**config.mk**
```make
export PLATFORM = sky130hd
export DESIGN_NAME = tmpq_front
export DESIGN_NICKNAME = d
export VERILOG_FILES = /design/src/rtl/tmpq_pkg.sv /design/src/rtl/tmpq_front.sv
export SDC_FILE = /design/constraint.sdc
export NUM_CORES = 1
export LEC_CHECK = 0
export BUFFER_PORTS_ARGS = -buffer_cell sky130_fd_sc_hd__buf_2
export CORE_ASPECT_RATIO = 0.5
export CORE_MARGIN = 1
export CORE_UTILIZATION = 56
export DETAILED_ROUTE_END_ITERATION = 8
export HOLD_SLACK_MARGIN = 0.02
export PLACE_DENSITY = 0.84
export SYNTH_ARGS = -nofsm -noshare
export SYNTH_HDL_FRONTEND = slang
export SYNTH_SLANG_ARGS = --single-unit
```
**constraint.sdc**
```tcl
create_clock -name clk -period 13.3 [get_ports clk]
set_input_delay 2.66 -clock clk [delete_from_list [all_inputs] [get_ports clk]]
set_output_delay 2.66 -clock clk [all_outputs]
set_load 0.03 [all_outputs]
```
**src/rtl/tmpq_pkg.sv**
```systemverilog
`default_nettype none
package tmpq_pkg;

  localparam int QUEUE_DEPTH = 128;
  localparam int HANDLE_BITS = 16;

  localparam int PTR_W = $clog2(QUEUE_DEPTH);
  localparam int OCC_W = $clog2(QUEUE_DEPTH + 1);
  localparam int LIM_W = (OCC_W > 8) ? OCC_W + 1 : 9;

  localparam int TIME_W   = 64;
  localparam int HANDLE_W = 16;
  localparam int STATUS_W = 8;
  localparam int CODE_W   = 2;
  localparam int REQ_W    = 2;
  localparam int IDX_W    = 2;
  localparam int CFG_W    = 32;

  localparam int IN_DATA_W  = TIME_W + HANDLE_W + STATUS_W;
  localparam int OUT_DATA_W = HANDLE_W + TIME_W;

  localparam logic [REQ_W-1:0] REQ_PUSH  = 2'd0;
  localparam logic [REQ_W-1:0] REQ_QUERY = 2'd1;
  localparam logic [REQ_W-1:0] REQ_RESET = 2'd2;
  localparam logic [REQ_W-1:0] REQ_NONE  = 2'd3;

  localparam logic [CODE_W-1:0] RES_VALID   = 2'd0;
  localparam logic [CODE_W-1:0] RES_EMPTY   = 2'd1;
  localparam logic [CODE_W-1:0] RES_STALE   = 2'd2;
  localparam logic [CODE_W-1:0] RES_INVALID = 2'd3;

  localparam logic [IDX_W-1:0] CFG_MAX_ENTRIES = 2'd0;
  localparam logic [IDX_W-1:0] CFG_TOLERANCE   = 2'd1;
  localparam logic [IDX_W-1:0] CFG_MAX_AGE     = 2'd2;

  localparam logic [7:0]       RST_MAX_ENTRIES = 8'd100;
  localparam logic [CFG_W-1:0] RST_TOLERANCE   = 32'd10000;
  localparam logic [CFG_W-1:0] RST_MAX_AGE     = 32'd500000;

  typedef struct packed {
    logic [REQ_W-1:0]       kind;
    logic [TIME_W-1:0]      item_time;
    logic [HANDLE_BITS-1:0] handle;
    logic [STATUS_W-1:0]    status;
  } cmd_t;

  function automatic logic [HANDLE_BITS-1:0] handle_in(input logic [HANDLE_W-1:0] h);
    logic [HANDLE_W+HANDLE_BITS-1:0] ext;
    ext = {{HANDLE_BITS{1'b0}}, h};
    return ext[HANDLE_BITS-1:0];
  endfunction

  function automatic logic [HANDLE_W-1:0] handle_out(input logic [HANDLE_BITS-1:0] h);
    logic [HANDLE_W+HANDLE_BITS-1:0] ext;
    ext = {{HANDLE_W{1'b0}}, h};
    return ext[HANDLE_W-1:0];
  endfunction

endpackage
`default_nettype wire

```
**src/rtl/tmpq_front.sv**
```systemverilog
`default_nettype none
module tmpq_front (
  input  wire logic                               clk,
  input  wire logic                               rst_n,
  input  wire logic                               in_tvalid,
  output logic                                    in_tready,
  input  wire logic [tmpq_pkg::REQ_W-1:0]         in_tuser,
  input  wire logic [tmpq_pkg::IN_DATA_W-1:0]     in_tdata,
  output logic                                    cmd_valid,
  input  wire logic                               cmd_ready,
  output tmpq_pkg::cmd_t                          cmd
);

  // two-entry command queue
  tmpq_pkg::cmd_t q_r [2];
  logic           wr_ptr_r, wr_ptr_nxt;
  logic           rd_ptr_r, rd_ptr_nxt;
  logic [1:0]     cnt_r, cnt_nxt;
  logic           in_acc, keep, enq, deq;
  tmpq_pkg::cmd_t in_cmd;

  assign in_tready = (cnt_r != 2'd2);
  assign in_acc    = in_tvalid && in_tready;
  assign keep      = (in_tuser != tmpq_pkg::REQ_NONE);
  assign enq       = in_acc && keep;
  assign cmd_valid = (cnt_r != 2'd0);
  assign deq       = cmd_valid && cmd_ready;
  assign cmd       = q_r[rd_ptr_r];

  always_comb begin
    in_cmd.kind      = in_tuser;
    in_cmd.item_time = in_tdata[tmpq_pkg::TIME_W-1:0];
    in_cmd.handle    = tmpq_pkg::handle_in(
      in_tdata[tmpq_pkg::TIME_W +: tmpq_pkg::HANDLE_W]);
    in_cmd.status    = in_tdata[tmpq_pkg::TIME_W + tmpq_pkg::HANDLE_W +: tmpq_pkg::STATUS_W];
  end

  always_comb begin
    wr_ptr_nxt = enq ? ~wr_ptr_r : wr_ptr_r;
    rd_ptr_nxt = deq ? ~rd_ptr_r : rd_ptr_r;
    cnt_nxt    = cnt_r;
    if (enq && !deq) begin
      cnt_nxt = cnt_r + 2'd1;
    end else if (!enq && deq) begin
      cnt_nxt = cnt_r - 2'd1;
    end
  end

  always_ff @(posedge clk) begin
    if (!rst_n) begin
      wr_ptr_r <= 1'b0;
      rd_ptr_r <= 1'b0;
      cnt_r    <= 2'd0;
    end else begin
      wr_ptr_r <= wr_ptr_nxt;
      rd_ptr_r <= rd_ptr_nxt;
      cnt_r    <= cnt_nxt;
    end
  end

  always_ff @(posedge clk) begin
    if (enq) begin
      q_r[wr_ptr_r] <= in_cmd;
    end
  end

endmodule
`default_nettype wire

```
==> summary.txt <==
GRT
  – Vias in the first global route: about 3500
  – Initial antenna violation count: 0
  – GRT Residual Overflow: 0
  – Largest net degree at the start of global routing: 73
  – First-pass GRT wire length: 17480 um
  – GRT Overall Usage: 19.25%

Detailed routing
  – Total iterations of the first detailed-routing run: 5
  – Drt via density: 5.000
  – Drt drc: 0
  – Final WL: 11540 um
  – Initial DRC Count: roughly 170
  – Wire length per cell: 17.12 um
  – Antenna-violating nets left: 0
  – Total number of vias: 3370

Layout
  – Final Util: 74.25%
  – Fillers: 707
  – Nets: 597
  – Share of cells above drive strength 1: approximately three fifths
  – ANT cells: 0
  – Area Growth Syn to Fin: 25.27%

Pwr
  – Internal: about 0.0012 W
  – Comb pwr share: 28.3%
  – PwrDens: 208.6 nW/um2
  – Lkg Pwr: 3.131 nW
  – Clock power frac: about 30%
  – Switching power: 0.0005466 W
  – Switching Share: between 30 and 40%
  – VDD IR max: roughly 0.12 mV
  – Total power: 0.001758 W
  – Sequential power share: 42.5%

STA
  – Clk_skew: 0.007332 ns
  – Slew Viols, Final: 0
  – Final hold violation count: 0
  – Final period util: 37.45%
  – Slew @ Worst Pin: approximately 0.95 ns
  – Final Setup Violations: 0
  – Final worst setup slack: approximately 8.3 ns
  – Post-layout min period: 4.980 ns
  – RSZ-0062 raised after global routing: no
  – Max Fclk: 0.2008 GHz
  – TNS Setup: 0 ns
  – Slew headroom: 36.86%

Worst setup path
  – Crit path largest cell delay: about 0.76 ns
  – Critical Path AT: 2.32 ns
  – Cells along the critical path: buf_4, mux2_2, buf_2
  – Crit-path slowest cell: buf_4
  – CP required: 10.64 ns
  – CP top delay family: buffers and inverters
  – R2r setup slk: 10.68 ns
  – WS Path Type: reg -> out
  – Crit Path Max Fanout: 72
  – Setup crit start kind: register
  – Setup crit end kind: output port
  – R2r startpoint: cnt_r[0]$_SDFFE_PN0P_
  – R2R cell count: 4
  – CP Buf/Inv Count: 2
  – Reg-to-reg endpoint: q_r[0][45]$_DFFE_PP_

Synthesis
  – Post-Syn Area per Cell: 22.06 um2
  – Yosys top cell by area: edfxtp_1
  – Synth Cell Area: just under 7000 um2
  – Post-synthesis cell type count: 19
  – Largest family of logic cells by synthesized area: multiplexers
  – Gate Count Post-Synth: between 300 and 400
  – Post-Synth XOR/XNOR Area: 0.3906%
  – Net Count, Synth: 400
  – Primary FF master, synth: edfxtp_1
  – Count leader, synth: edfxtp_1
  – Mux cell area share after synthesis: 15.21%
  – Top cells by area, synth: edfxtp_1 (80%), mux2_2 (15%), dfxtp_1 (1.5%)
  – Post-synth top cells: edfxtp_1 (180), mux2_2 (90), buf_4 (9)
  – Post-Synth Adder-Cell Area: 0.1860%
  – Synthesis-stage register bit count: 185
  – Post-synth EDFFs: 180
  – FFs w/ async S/R, synth: 0%
  – Seq/Total Area, Yosys: between 80 and 90%
  – Post-synthesis compound-gate area fraction: 0.2604%
  – Simple-gate area share of the yosys netlist: ~1.0%
  – Ys Warns: 0
  – Synth top area share: about four fifths

Clocking
  – Worst-path clk slew: 0.06 ns
  – Htree depth: 4
  – Cts hold-fix bufs: 0
  – Clk Latency, worst-skew pair: 0.41 ns
  – CTS tree: built
  – Cts repair resizes: 0
  – CTS Buffer Depth: 2
  – Clk sink count: 185
  – Root buf cell: clkbuf_16
  – Setup repair bufs after CTS: 0
  – Total CTS buffers: 17

Hold path
  – Hold Path Depth: 2
  – HP Class: reg -> reg
  – Worst Min Path Start: cnt_r[1]$_SDFFE_PN0P_
  – Min-Delay Endpoint: cnt_r[1]$_SDFFE_PN0P_

Job
  – Number of max-cap violations: 0

Floorplan
  – Initial Util: 59.27%
  – I/O pin count: roughly 190
  – Die area: 12480 um2
  – FP Rows: 27
  – Die height: 79.51 um
  – Core box area: 11350 um2
  – Die X: 157.0 um

Status
  – Outcome: completed

Placement
  – Pre-CTS WS: 8.361 ns
  – Hpwl dp: 7360 um
  – Buffers on Ports: 185
  – Placer Congestion: 0.7182
sequential cells by signal, summed over array words and instances (netlist names), named ones only:
signal / count
cnt_r: 2
wr_ptr_r: 1
q_r: 180
rd_ptr_r: 1
cell type report:
class,instances,area (um2),area share [%]
clock inverter,12,175.2,2.078
sequential,185,5509,65.37
clock buffer,20,436.7,5.181
tap,159,198.9,2.360
timing repair buffer,188,948.4,11.25
multi-input combinational,110,1160,13.76
worst register-to-register path, cell delays in order, from the launching register on:
cell and delay (ns):
dfxtp_1 0.40, nand2b_1 0.16, and3_1 0.25, nor2b_4 0.54
buf_4 0.83
cells in the final DEF (no fill, tap or decap), types with 2 or more instances in the layout:
cell type,synthesis,routed
buf_4,9,3
clkinv_2,0,3
edfxtp_1,180,180
clkbuf_1,0,3
clkinv_4,0,2
xnor2_1,2,2
buf_2,1,185
nand2b_1,2,2
dfxtp_1,5,4
nand2_1,2,2
mux2_2,90,90
clkbuf_16,0,17
and2_1,4,3
bufinv_16,0,4
clkinvlp_4,0,3
cells by family after synthesis:
| logic type | Yosys count |
|---|---|
| muxes | 91 |
| xor gates and xnor gates | 3 |
| AOI/OAI and AO/OA | 3 |
| adders and majority gates | 1 |
| and+or+nand+nor | 12 |
| buffers and inverters | 10 |
| DFF | 185 |
per-stage QoR:
| step | instances | cell area (um2) | hold slack [ns] |
|---|---|---|---|
| floorplan | 305 | 6728 | 0.4514 |
| global placement | 642 | 7816 | 0.4983 |
| detailed placement | 642 | 7816 | 0.5094 |
| CTS | 674 | 8428 | 0.5229 |
| global route | 674 | 8428 | 0.5533 |
| finish | 674 | 8428 | 0.5191 |
power groups by stage:
stage	Clock, W	Sequential (W)	Combinational, W
after floorplan	0	0.000753	0.000386
after global placement	0	0.000755	0.000499
after detailed placement	0	0.000760	0.000501
after CTS	0.000522	0.000748	0.000504
after global routing	0.000546	0.000753	0.000525
final	0.000514	0.000747	0.000497
layer usage:
| layer | share of wire, % | vias to the layer above | wire [um] | track usage [%] |
|---|---|---|---|---|
| met3 | 3.0 | 17 | 345 | 4.397 |
| li1 | - | 1604 | - | - |
| met1 | 40 | 1663 | 4560 | 20.76 |
| met5 | 0 | - | 0 | 0 |
| met4 | 1.6 | 0 | 181 | 7.961 |
| met2 | 56 | 86 | 6451 | 36.80 |
worst max path at each step:
stage | from | end | slack [ns] | cells after the start
floorplan | in_tuser[0] | q_r[0][0]$_DFFE_PP_ | 5.84 | 3
global placement | in_tuser[0] | q_r[0][45]$_DFFE_PP_ | 8.40 | 5
detailed placement | in_tuser[0] | q_r[0][42]$_DFFE_PP_ | 8.36 | 5
CTS | register | cmd[1] | 8.27 | 3
global route | register | cmd[47] | 8.19 | 3
finish | register | cmd[50] | 8.32 | 3
No activity file was read; power rests on OpenSTA's default activity.
